File: src/design/stack_accumulator_vm_execute_assert.svh
// Assertion macros for the stack accumulator machine.
`ifndef STACK_ACCUMULATOR_VM_EXECUTE_ASSERT_SVH
`define STACK_ACCUMULATOR_VM_EXECUTE_ASSERT_SVH
`ifndef SYNTH
`define SAVM_ASSERT_IMP(lbl, clk, rst, ante, cons, msg) \
   lbl: assert property (@(posedge clk) disable iff (rst) (ante) |-> (cons)) else $error(msg);
`define SAVM_ASSERT_NXT(lbl, clk, rst, ante, cons, msg) \
   lbl: assert property (@(posedge clk) disable iff (rst) (ante) |=> (cons)) else $error(msg);
`else
`define SAVM_ASSERT_IMP(lbl, clk, rst, ante, cons, msg)
`define SAVM_ASSERT_NXT(lbl, clk, rst, ante, cons, msg)
`endif
`endif

File: src/design/savm_pkg.sv
package savm_pkg;

   localparam int StackDepth = 1024;
   localparam int PcWidth    = 16;
   localparam int FrameBits  = 12;
   localparam int WordBits   = 32;
   localparam int AddrBits   = $clog2(StackDepth);
   localparam int SpBits     = $clog2(StackDepth + 1);

   typedef enum logic [4:0] {
      OP_ADD   = 5'd0,
      OP_SUB   = 5'd1,
      OP_MUL   = 5'd2,
      OP_DIV   = 5'd3,
      OP_LT    = 5'd4,
      OP_LTE   = 5'd5,
      OP_GT    = 5'd6,
      OP_GTE   = 5'd7,
      OP_EQ    = 5'd8,
      OP_NEQ   = 5'd9,
      OP_LDC   = 5'd10,
      OP_LD    = 5'd11,
      OP_ABSLD = 5'd12,
      OP_ST    = 5'd13,
      OP_ABSST = 5'd14,
      OP_PUSH  = 5'd15,
      OP_POP   = 5'd16,
      OP_JMP   = 5'd17,
      OP_JZ    = 5'd18,
      OP_CALL  = 5'd19,
      OP_RET   = 5'd20,
      OP_ADDR  = 5'd21,
      OP_IN    = 5'd22,
      OP_OUT   = 5'd23
   } op_type;

   typedef enum logic [2:0] {
      ST_OK     = 3'd0,
      ST_BAD_OP = 3'd1,
      ST_EMPTY  = 3'd2,
      ST_FULL   = 3'd3,
      ST_RANGE  = 3'd4,
      ST_DIV0   = 3'd5
   } status_type;

   typedef struct packed {
      logic                wr_en;
      logic [AddrBits-1:0] wr_addr;
      logic [WordBits-1:0] wr_data;
      logic [AddrBits-1:0] rd_addr;
   } mem_req_type;

endpackage

File: src/design/savm_div.sv
module savm_div (
   input  logic                          clock,
   input  logic                          reset,
   input  logic                          start,
   input  logic [savm_pkg::WordBits-1:0] dividend,
   input  logic [savm_pkg::WordBits-1:0] divisor,
   output logic                          done,
   output logic [savm_pkg::WordBits-1:0] quotient
);

   localparam int W  = savm_pkg::WordBits;
   localparam int CW = $clog2(W);

   logic          busy_ff, busy_in;
   logic          done_ff, done_in;
   logic [CW-1:0] count_ff, count_in;
   logic [W:0]    rem_ff, rem_in;
   logic [W-1:0]  quo_ff, quo_in;
   logic [W-1:0]  dvs_ff, dvs_in;
   logic          neg_ff, neg_in;
   logic [W:0]    rem_sh;
   logic [W:0]    diff;

   always_comb begin
      busy_in  = busy_ff;
      done_in  = 1'b0;
      count_in = count_ff;
      rem_in   = rem_ff;
      quo_in   = quo_ff;
      dvs_in   = dvs_ff;
      neg_in   = neg_ff;
      rem_sh   = {rem_ff[W-1:0], quo_ff[W-1]};
      diff     = rem_sh - {1'b0, dvs_ff};
      if (start) begin
         busy_in  = 1'b1;
         count_in = '0;
         rem_in   = '0;
         quo_in   = dividend[W-1] ? (~dividend + 1'b1) : dividend;
         dvs_in   = divisor[W-1] ? (~divisor + 1'b1) : divisor;
         neg_in   = dividend[W-1] ^ divisor[W-1];
      end else if (busy_ff) begin
         if (!diff[W]) begin
            rem_in = diff;
            quo_in = {quo_ff[W-2:0], 1'b1};
         end else begin
            rem_in = rem_sh;
            quo_in = {quo_ff[W-2:0], 1'b0};
         end
         count_in = count_ff + 1'b1;
         if (count_ff == CW'(W - 1)) begin
            busy_in = 1'b0;
            done_in = 1'b1;
         end
      end
   end

   always_ff @(posedge clock) begin
      if (reset) begin
         busy_ff  <= 1'b0;
         done_ff  <= 1'b0;
         count_ff <= '0;
      end else begin
         busy_ff  <= busy_in;
         done_ff  <= done_in;
         count_ff <= count_in;
      end
      rem_ff <= rem_in;
      quo_ff <= quo_in;
      dvs_ff <= dvs_in;
      neg_ff <= neg_in;
   end

   assign done     = done_ff;
   assign quotient = neg_ff ? (~quo_ff + 1'b1) : quo_ff;

endmodule
File: config.mk
export PLATFORM = sky130hd
export DESIGN_NAME = savm_div
export DESIGN_NICKNAME = d
export VERILOG_FILES = /design/src/design/stack_accumulator_vm_execute_assert.svh /design/src/design/savm_pkg.sv /design/src/design/savm_div.sv
export SDC_FILE = /design/constraint.sdc
export NUM_CORES = 1
export LEC_CHECK = 0
export BUFFER_PORTS_ARGS = -buffer_cell sky130_fd_sc_hd__buf_4
export CAP_MARGIN = 40
export CELL_PAD_IN_SITES_DETAIL_PLACEMENT = 0
export CELL_PAD_IN_SITES_GLOBAL_PLACEMENT = 2
export CORE_MARGIN = 1
export CORE_UTILIZATION = 36
export CTS_CLUSTER_SIZE = 28
export DETAILED_ROUTE_END_ITERATION = 10
export PLACE_DENSITY_LB_ADDON = 0.1
export SLEW_MARGIN = 25
export SYNTH_ARGS = -nofsm -noshare
export SYNTH_HDL_FRONTEND = slang
export SYNTH_SLANG_ARGS = --single-unit
export TNS_END_PERCENT = 5
File: constraint.sdc
create_clock -name clock -period 3.8 [get_ports clock]
set_clock_uncertainty 0.1 [all_clocks]
set_input_delay 0.38 -clock clock [delete_from_list [all_inputs] [get_ports clock]]
set_output_delay 0.38 -clock clock [all_outputs]
set_load 0.02 [all_outputs]
==> out/results.ini, run 1 <==
[synthesis]
synth_cells=851
avgSynthCellArea_um2=8.88
syn-num-nets=956
synth_cell_types=58
post-synth-top-count-cell=nor2_1
yosys.area.top_type_share_pct=25.8
synth_edf_count=65
async_reset_ff_share_pct=0
synth_common_cells=nor2_1 (94), xnor2_1 (75), nand2_1 (72)
synthFlopType=edfxtp_1
yosys_register_bits=104
ys_seq_area_share_pct=36.1
synth_area_leaders=edfxtp_1 (26%), dfxtp_1 (10%), xnor2_1 (8.7%)
synth_area_mm2=0.00756
yosys_warnings=0
yosys.area.top_type=edfxtp_1

[drt]
wire_per_inst_um=14.2
via_count=6211
drc_errors=0
wl_mm=17.4
ant_nets=0
viasPerCell=5.08
dr.pass1.iters=4
drt_iter0_drc=202

[job]
drv_cap=0

[global_route]
antenna_found_initial=0
grt_use_total_pct=16.2
grt_max_degree=53
grt_pass1_vias=5920
overflow=0
grt_first_pass_wirelength_mm=28.6

[die]
ios=100
start_util_pct=37.0
die_h_um=147
std_cell_rows=52
die_x_um=147
die-area_mm2=0.0216
core_area_mm2=0.0204

[clock_network]
cts_sinks=104
clkLatencyLatePin_ps=350
clock-root-buffer=clkbuf_16
tritoncts=done
cts.path.max_buffers=2
h-tree-depth=3
cts_buffers=9
clk_pin_slew_ps=70

[power]
ir_worst_vdd_uv=179
p_per_area_mw_per_mm2=407
leakage_uw=0.00366

[setup_path]
rrSetupSlack_ps=350
reg2reg_from=dvs_ff[0]
end_kind=output port
reg2reg_depth=13
start_kind=flip-flop
r2r-end=rem_ff[4]
cp_max_fo=4
critPathKind=flip-flop to output port
worstPathArrival_ps=3310
crit_required_ps=3320

[timing]
drv_slew=0
fmax_mhz=264
tightest_slew_ps=833
final.period_utilization_pct=99.6
timing.final.hold_violations=0
setup_violations=0
post-route-min-period_ps=3790
worst_slack_ps=14.7
max_slew_margin_pct=44.0
rsz0062_at_grt=true

[hold_path]
holdPathEnd=busy_ff
hold_depth=2
hp-class=input port to flip-flop
hold_path.startpoint=reset

[place]
routabilityCongestion=0.806
dpl.hpwl_mm=13.0
pre_cts_slack_ps=210
portBuffers=99

[status]
status=complete, no violations

[cells_and_area]
areaGrowthSynthToFinish_pct=21.1
fin_util_pct=44.8
nets=1052
diodes=0
drive_above_1_share_pct=18.4

## critical path, stage by stage (launching register included)
cell      delay (ps)
edfxtp_1         480
nor4_4           330
nand2_2           80
or4_4            440
or3_4            350
or3_4            400
inv_2             80
nand2_4           60
o41ai_4          380
xnor2_1          160
buf_4            170
## routing by layer
metal / track usage (%) / part of all wire, %
met5: 0 / 0
met1: 22.7 / 50
met2: 26.3 / 45
met4: 4.33 / 1.2
met3: 1.93 / 3.7
## logic make-up (layout without fill, tap and decap cells)
family	count (synthesis)	in the layout	synth area share [%]
muxes	30	30	4.00
xor gates and xnor gates	124	124	14.5
AOI/OAI and AO/OA	219	219	18.6
adders and majority gates	38	38	6.39
DFF	104	104	36.1
buffers and inverters	85	186	4.47
and+or+nand+nor	251	251	16.0
## where the power goes
group	leakage, µW	total (µW)	internal (µW)	switching [µW]
sequential	0.000958	1450	1340	110
clock	0.000156	1010	596	411
combinational	0.00255	1280	583	695
total	0.00366	3730	2510	1220
## through the flow
step | std cells | hold WS [ps] | power (µW) | TNS, ps | area (µm²)
6_report | 1222 | 91.7 | 3730 | 0 | 9150
3_5_place_dp | 1192 | 390 | 2710 | 0 | 8580
4_1_cts | 1209 | 79.0 | 3750 | 0 | 8940
3_3_place_gp | 1192 | 384 | 2700 | 0 | 8580
5_1_grt | 1222 | 87.4 | 3960 | -224 | 9150
2_1_floorplan | 851 | 352 | 2320 | 0 | 7560
## state kept, by name, summed over array words and instances, names as in the netlist
name / flops
busy_ff: 1
count_ff: 5
done: 1
dvs_ff: 32
neg_ff: 1
quo_ff: 32
rem_ff: 32
## worst max-delay path by stage
stage | to | cells after the start | from
after floorplan | rem_ff[16] | 13 | quo_ff[31]
after detailed placement | quo_ff[29] | 10 | dividend[8]
after global routing | quotient[29] | 10 | quo_ff[3]
after CTS | quotient[28] | 11 | quo_ff[0]
final | quotient[29] | 10 | quo_ff[3]
after global placement | quo_ff[29] | 10 | dividend[8]
## layout make-up
| cell class | count | area [µm²] |
|---|---|---|
| Sequential cell | 104 | 2730 |
| Timing Repair Buffer | 123 | 963 |
| Clock inverter | 5 | 81.3 |
| Clock buffer | 11 | 243 |
| Fill cell | 2033 | 11300 |
| Multi-Input combinational cell | 662 | 4620 |
| Inverter | 47 | 176 |
| Tap cell | 270 | 338 |
## what timing repair did
| item | 4_1_cts | 5_1_grt |
|---|---|---|
| setup buffers | 1 | 11 |
| hold buffers | 0 | 0 |
| resized for setup | 6 | 16 |
| pin swaps | 0 | 6 |
| setup endpoints to repair | 5 | 10 |
## placed cells by master (no fill, tap or decap), types with 3 or more instances in the layout
master     netlist  layout
nor4_1           6       5
or2_2            4       4
or4_1           13      11
o41ai_2          1       3
or3_4            1       5
mux2i_1         28      28
inv_1           47      46
a21oi_1         69      69
edfxtp_1        65      65
ha_1            37      37
o21ai_0         44      43
dfxtp_1         39      38
or3_1           10       6
a211oi_1        30      30
o41ai_1         12       9
nand4_1          8       8
o211ai_1         6       6
o21bai_1         6       6
nand2_1         72      70
a221oi_1         3       3
or4_4            3       5
nor2b_1          5       5
clkbuf_16        0       9
o31ai_1         23      21
a21o_1           9       9
xor2_1          48      48
a31oi_1          4       4
nor3_1           6       6
o21a_1           3       3
buf_4            3     120
nand2b_1        11      10
nand3_1          6       6
xnor2_1         75      75
nor2_1          94      94
Power figures use the tool's default switching activity.
==> run 2: changes to the inputs <==
- REMOVE_ABC_BUFFERS: default -> 1
==> out/results.ini, run 2 (synthesis gave the netlist of run 1 again) <==
[status]
status=complete, no violations  ; unchanged

[setup_path]
cp_max_fo=5  ; was 4
start_kind=flip-flop  ; unchanged
critPathMostFrequentCell=or3_4  ; unchanged
crit_family=simple AND/OR/NAND/NOR gates  ; unchanged
critPathKind=flip-flop to output port  ; unchanged
reg2reg_depth=14  ; was 13
end_kind=output port  ; unchanged
crit_path_top_delay_cell=or4_4  ; was edfxtp_1
critPathBufInv=2  ; unchanged
reg2reg_from=quo_ff[31]  ; was dvs_ff[0]
rrSetupSlack_ps=350  ; about the same
crit_chain=nor4_2 > nand2_1 > or4_4 > or3_4 > or3_4 > inv_2 > nand2_2 > o41ai_2 > xnor2_1 > buf_4  ; was nor4_4 > nand2_2 > or4_4 > or3_4 > or3_4 > inv_2 > nand2_4 > o41ai_4 > xnor2_1 > buf_4
cpPeakStageDelay_ps=450  ; was 480 ps
worstPathArrival_ps=3300  ; was 3310 ps
r2r-end=rem_ff[7]  ; was rem_ff[4]
crit_required_ps=3320  ; about the same

[die]
start_util_pct=37.0  ; unchanged
die_h_um=147  ; unchanged
die_x_um=147  ; unchanged
core_area_mm2=0.0204  ; unchanged
ios=100  ; unchanged
die-area_mm2=0.0216  ; unchanged
std_cell_rows=52  ; unchanged

[timing]
drv_slew=0  ; unchanged
finalSetupTns_ps=0  ; unchanged
final.period_utilization_pct=99.5  ; was 99.6%
rsz0062_at_grt=true  ; unchanged
worst_slack_ps=20.1  ; was 14.7 ps
timing.final.hold_violations=0  ; unchanged
post-route-min-period_ps=3780  ; was 3790 ps
tightest_slew_ps=797  ; was 833 ps
fmax_mhz=265  ; was 264 MHz
setup_violations=0  ; unchanged
max_slew_margin_pct=46.9  ; was 44.0%

[clock_network]
clkLatencyLatePin_ps=350  ; about the same
clk_pin_slew_ps=70  ; about the same
cts.path.max_buffers=2  ; unchanged
h-tree-depth=3  ; unchanged
tritoncts=done  ; unchanged
cts_sinks=104  ; unchanged
clock-root-buffer=clkbuf_16  ; unchanged
cts_buffers=9  ; unchanged

[drt]
drc_errors=0  ; unchanged
wl_mm=18.5  ; was 17.4 mm
viasPerCell=5.16  ; was 5.08
ant_nets=0  ; unchanged
via_count=6257  ; was 6211
wire_per_inst_um=15.3  ; was 14.2 µm
drt_iter0_drc=258  ; was 202
dr.pass1.iters=4  ; unchanged

[place]
dpl.hpwl_mm=14.1  ; was 13.0 mm
placed_cells=1191  ; was 1192
routabilityCongestion=0.837  ; was 0.806
pre_cts_slack_ps=221  ; was 210 ps
portBuffers=99  ; unchanged
dpl-instance-area_mm2=0.00859  ; was 0.00858 mm²

[cells_and_area]
nets=1042  ; was 1052
final_common_cell=buf_4  ; unchanged
drive_above_1_share_pct=17.1  ; was 18.4%
areaGrowthSynthToFinish_pct=19.0  ; was 21.1%
final_cells=1213  ; was 1222
design_area_mm2=0.00900  ; was 0.00915 mm²
final_cell_mix=buf_4 (110), nor2_1 (94), xnor2_1 (75)  ; was buf_4 (120), nor2_1 (94), xnor2_1 (75)
top_regs=dvs_ff x32, quo_ff x32, rem_ff x32  ; unchanged

[global_route]
grt_pass1_vias=6345  ; was 5920
grt_first_pass_wirelength_mm=30.9  ; was 28.6 mm
antenna_found_initial=0  ; unchanged
grt_max_degree=98  ; was 53
grt_use_total_pct=17.7  ; was 16.2%
overflow=0  ; unchanged

[power]
p_total_uw=3690  ; was 3730 µW
ir_worst_vdd_uv=209  ; was 179 µV
leakage_uw=0.00357  ; was 0.00366 µW
p_per_area_mw_per_mm2=410  ; was 407 mW/mm²

[hold_path]
holdPathEnd=busy_ff  ; unchanged
hp-class=input port to flip-flop  ; unchanged
hold_depth=2  ; unchanged
hold_path.startpoint=reset  ; unchanged

[job]
drv_cap=0  ; unchanged

## run 2: how the worst max path moves through the flow
stage | slack [ps] | from | cells after the start | to
finish | 20 | quo_ff[5] | 10 | quotient[29]
global route | -140 | quo_ff[5] | 10 | quotient[29]
CTS | -40 | quo_ff[1] | 11 | quotient[28]
detailed placement | 220 | quo_ff[0] | 11 | quotient[28]
floorplan | -350 | quo_ff[31] | 12 | rem_ff[10]
global placement | 250 | quo_ff[0] | 11 | quotient[28]
## run 2: final cells by class
type                            count  area, µm²
Multi-Input combinational cell    662       4570
Clock inverter                      5       55.1
Clock buffer                       11        243
Sequential cell                   104       2730
Fill cell                        2065      11400
Inverter                           47        176
Timing Repair Buffer              113        881
Antenna cell                        1       2.50
Tap cell                          270        338
## run 2: per-stage QoR
step | hold slack, ps | utilization (%)
2_1_floorplan | 349 | -
3_3_place_gp | 378 | 42.0
3_5_place_dp | 388 | 42.0
4_1_cts | 75.2 | 43.7
5_1_grt | 84.3 | 44.0
6_report | 93.5 | 44.1
## run 2: where the power goes
part / switching [µW] / internal (µW)
logic: 715 / 574
clock network: 426 / 529
registers: 106 / 1340
total: 1250 / 2440
## run 2: layer usage
| layer | track usage [%] | vias up | routed length (µm) |
|---|---|---|---|
| li1 | - | 3228 | - |
| met1 | 22.5 | 2920 | 8770 |
| met2 | 30.7 | 94 | 9030 |
| met3 | 3.51 | 15 | 554 |
| met4 | 4.02 | 0 | 192 |
| met5 | 0 | - | 0 |
## run 2: timing repair
action	4_1_cts	5_1_grt
gates resized for setup	6	11
setup endpoints to repair	9	10
hold buffers	0	0
buffers inserted	1	3
pin swaps	0	7
hold endpoints to repair	0	0
==> run 3: changes to the inputs <==
- GPL_TIMING_DRIVEN: default -> 0
==> out/results.ini, run 3 (synthesis gave the netlist of run 1 again) <==
[place]
dpl.hpwl_mm=14.0  ; was 14.1 mm
portBuffers=99  ; unchanged
placed_cells=1187  ; was 1191
routabilityCongestion=0.821  ; was 0.837
pre_cts_slack_ps=-416  ; was 221 ps

[drt]
dr.pass1.iters=4  ; unchanged
wl_mm=18.3  ; was 18.5 mm
wire_per_inst_um=15.1  ; was 15.3 µm
drc_errors=0  ; unchanged
ant_nets=0  ; unchanged
via_count=6309  ; was 6257
viasPerCell=5.20  ; was 5.16
drt_iter0_drc=312  ; was 258

[timing]
final.period_utilization_pct=102  ; was 99.5%
post-route-min-period_ps=3890  ; was 3780 ps
drv_slew=0  ; unchanged
max_slew_margin_pct=39.4  ; was 46.9%
tightest_slew_ps=901  ; was 797 ps
fmax_mhz=257  ; was 265 MHz
timing.final.hold_violations=0  ; unchanged
worst_slack_ps=-85.5  ; was 20.1 ps
setup_violations=1  ; was 0
rsz0062_at_grt=true  ; unchanged

[die]
die_x_um=147  ; unchanged
die-area_mm2=0.0216  ; unchanged
die_h_um=147  ; unchanged
ios=100  ; unchanged
core_area_mm2=0.0204  ; unchanged
std_cell_rows=52  ; unchanged
start_util_pct=37.0  ; unchanged

[power]
swShare_pct=34.5  ; was 33.8%
power_switching_uw=1290  ; was 1250 µW
p_total_uw=3750  ; was 3690 µW
comb_power_share_pct=34.9  ; was 35.0%
seqPwrFrac_pct=38.5  ; was 39.1%
leakage_uw=0.00363  ; was 0.00357 µW
ir_worst_vdd_uv=218  ; was 209 µV
clkPwrFrac_pct=26.6  ; was 25.9%
p_int_uw=2460  ; was 2440 µW
p_per_area_mw_per_mm2=411  ; was 410 mW/mm²

[cells_and_area]
drive_above_1_share_pct=17.9  ; was 17.1%
final_cells=1213  ; unchanged
final_cell_mix=buf_4 (108), nor2_1 (94), xnor2_1 (75)  ; was buf_4 (110), nor2_1 (94), xnor2_1 (75)
nets=1043  ; was 1042
final_common_cell=buf_4  ; unchanged
areaGrowthSynthToFinish_pct=20.6  ; was 19.0%
diodes=0  ; was 1
top_regs=dvs_ff x32, quo_ff x32, rem_ff x32  ; unchanged

[setup_path]
worstPathArrival_ps=3410  ; was 3300 ps
critPathKind=flip-flop to output port  ; unchanged
end_kind=output port  ; unchanged
cp_max_fo=5  ; unchanged
start_kind=flip-flop  ; unchanged
crit_required_ps=3320  ; about the same

[clock_network]
tritoncts=done  ; unchanged
cts.path.max_buffers=2  ; unchanged
clock-root-buffer=clkbuf_16  ; unchanged
ctsHoldBuffers=0  ; unchanged
cts_buffers=9  ; unchanged
clkLatencyLatePin_ps=360  ; was 350 ps
h-tree-depth=3  ; unchanged
clk_pin_slew_ps=80  ; was 70 ps
cts_sinks=104  ; unchanged

[global_route]
grt_first_pass_wirelength_mm=30.5  ; was 30.9 mm
grt_max_degree=68  ; was 98
grt_pass1_vias=6286  ; was 6345
antenna_found_initial=0  ; unchanged
overflow=0  ; unchanged
grt_use_total_pct=17.5  ; was 17.7%

[job]
drv_cap=0  ; unchanged

[hold_path]
hp-class=input port to flip-flop  ; unchanged

[status]
status=finished with violations  ; was complete, no violations
violations=setup timing

run 3: cell type report:
class	instances	area [µm²]
Multi-Input combinational cell	662	4620
Tap cell	270	338
Sequential cell	104	2740
Timing Repair Buffer	114	940
Inverter	47	176
Clock buffer	9	225
Fill cell	2036	11300
Clock inverter	7	83.8
run 3: final timing paths:
kind	from	end	slack (ps)	depth (start not counted)
worst min-delay path	reset	busy_ff	90	2
worst max-delay path	quo_ff[3]	quotient[29]	-90	10
worst max register to register	quo_ff[31]	rem_ff[23]	280	14
worst min register to register	rem_ff[8]	rem_ff[8]	400	2
run 3: power by group through the flow:
stage               Combinational [µW]  Clock [µW]  Sequential (µW)
CTS                               1310        1030             1440
floorplan                          846           0             1440
global route                      1450        1070             1460
detailed placement                1280           0             1470
finish                            1310         998             1440
global placement                  1230           0             1470
run 3: worst max-delay path, cell delays in order, from the launching register on:
cell and delay, ps:
edfxtp_1 490, nor4_4 340, nand2_1 130, or4_4 440
or3_4 380, or3_4 380, inv_2 80, nand2_4 60
o41ai_4 400, xnor2_1 160, buf_4 170
run 3: per-stage QoR:
step	setup TNS, ps	hold WS, ps	area, µm²	utilization (%)
after floorplan	-10290	349	7400	-
after global placement	-49960	378	8480	41.5
after detailed placement	-7830	388	8620	42.2
after CTS	-23.9	72.4	9010	44.1
after global routing	-609	70.1	9120	44.6
final	-85.5	85.1	9120	44.6
run 3: repair_timing:
action                     4_1_cts  5_1_grt
pin swaps                        1       10
resized for setup               12       12
setup buffers                    3        7
setup endpoints to repair       41       33
run 3: per-layer routing:
metal,global-route usage (%),vias up,part of all wire (%)
met5,0,-,0
met4,4.64,0,1.6
met3,3.48,16,3.5
met2,30.2,106,48
met1,22.1,2960,47
li1,-,3227,-
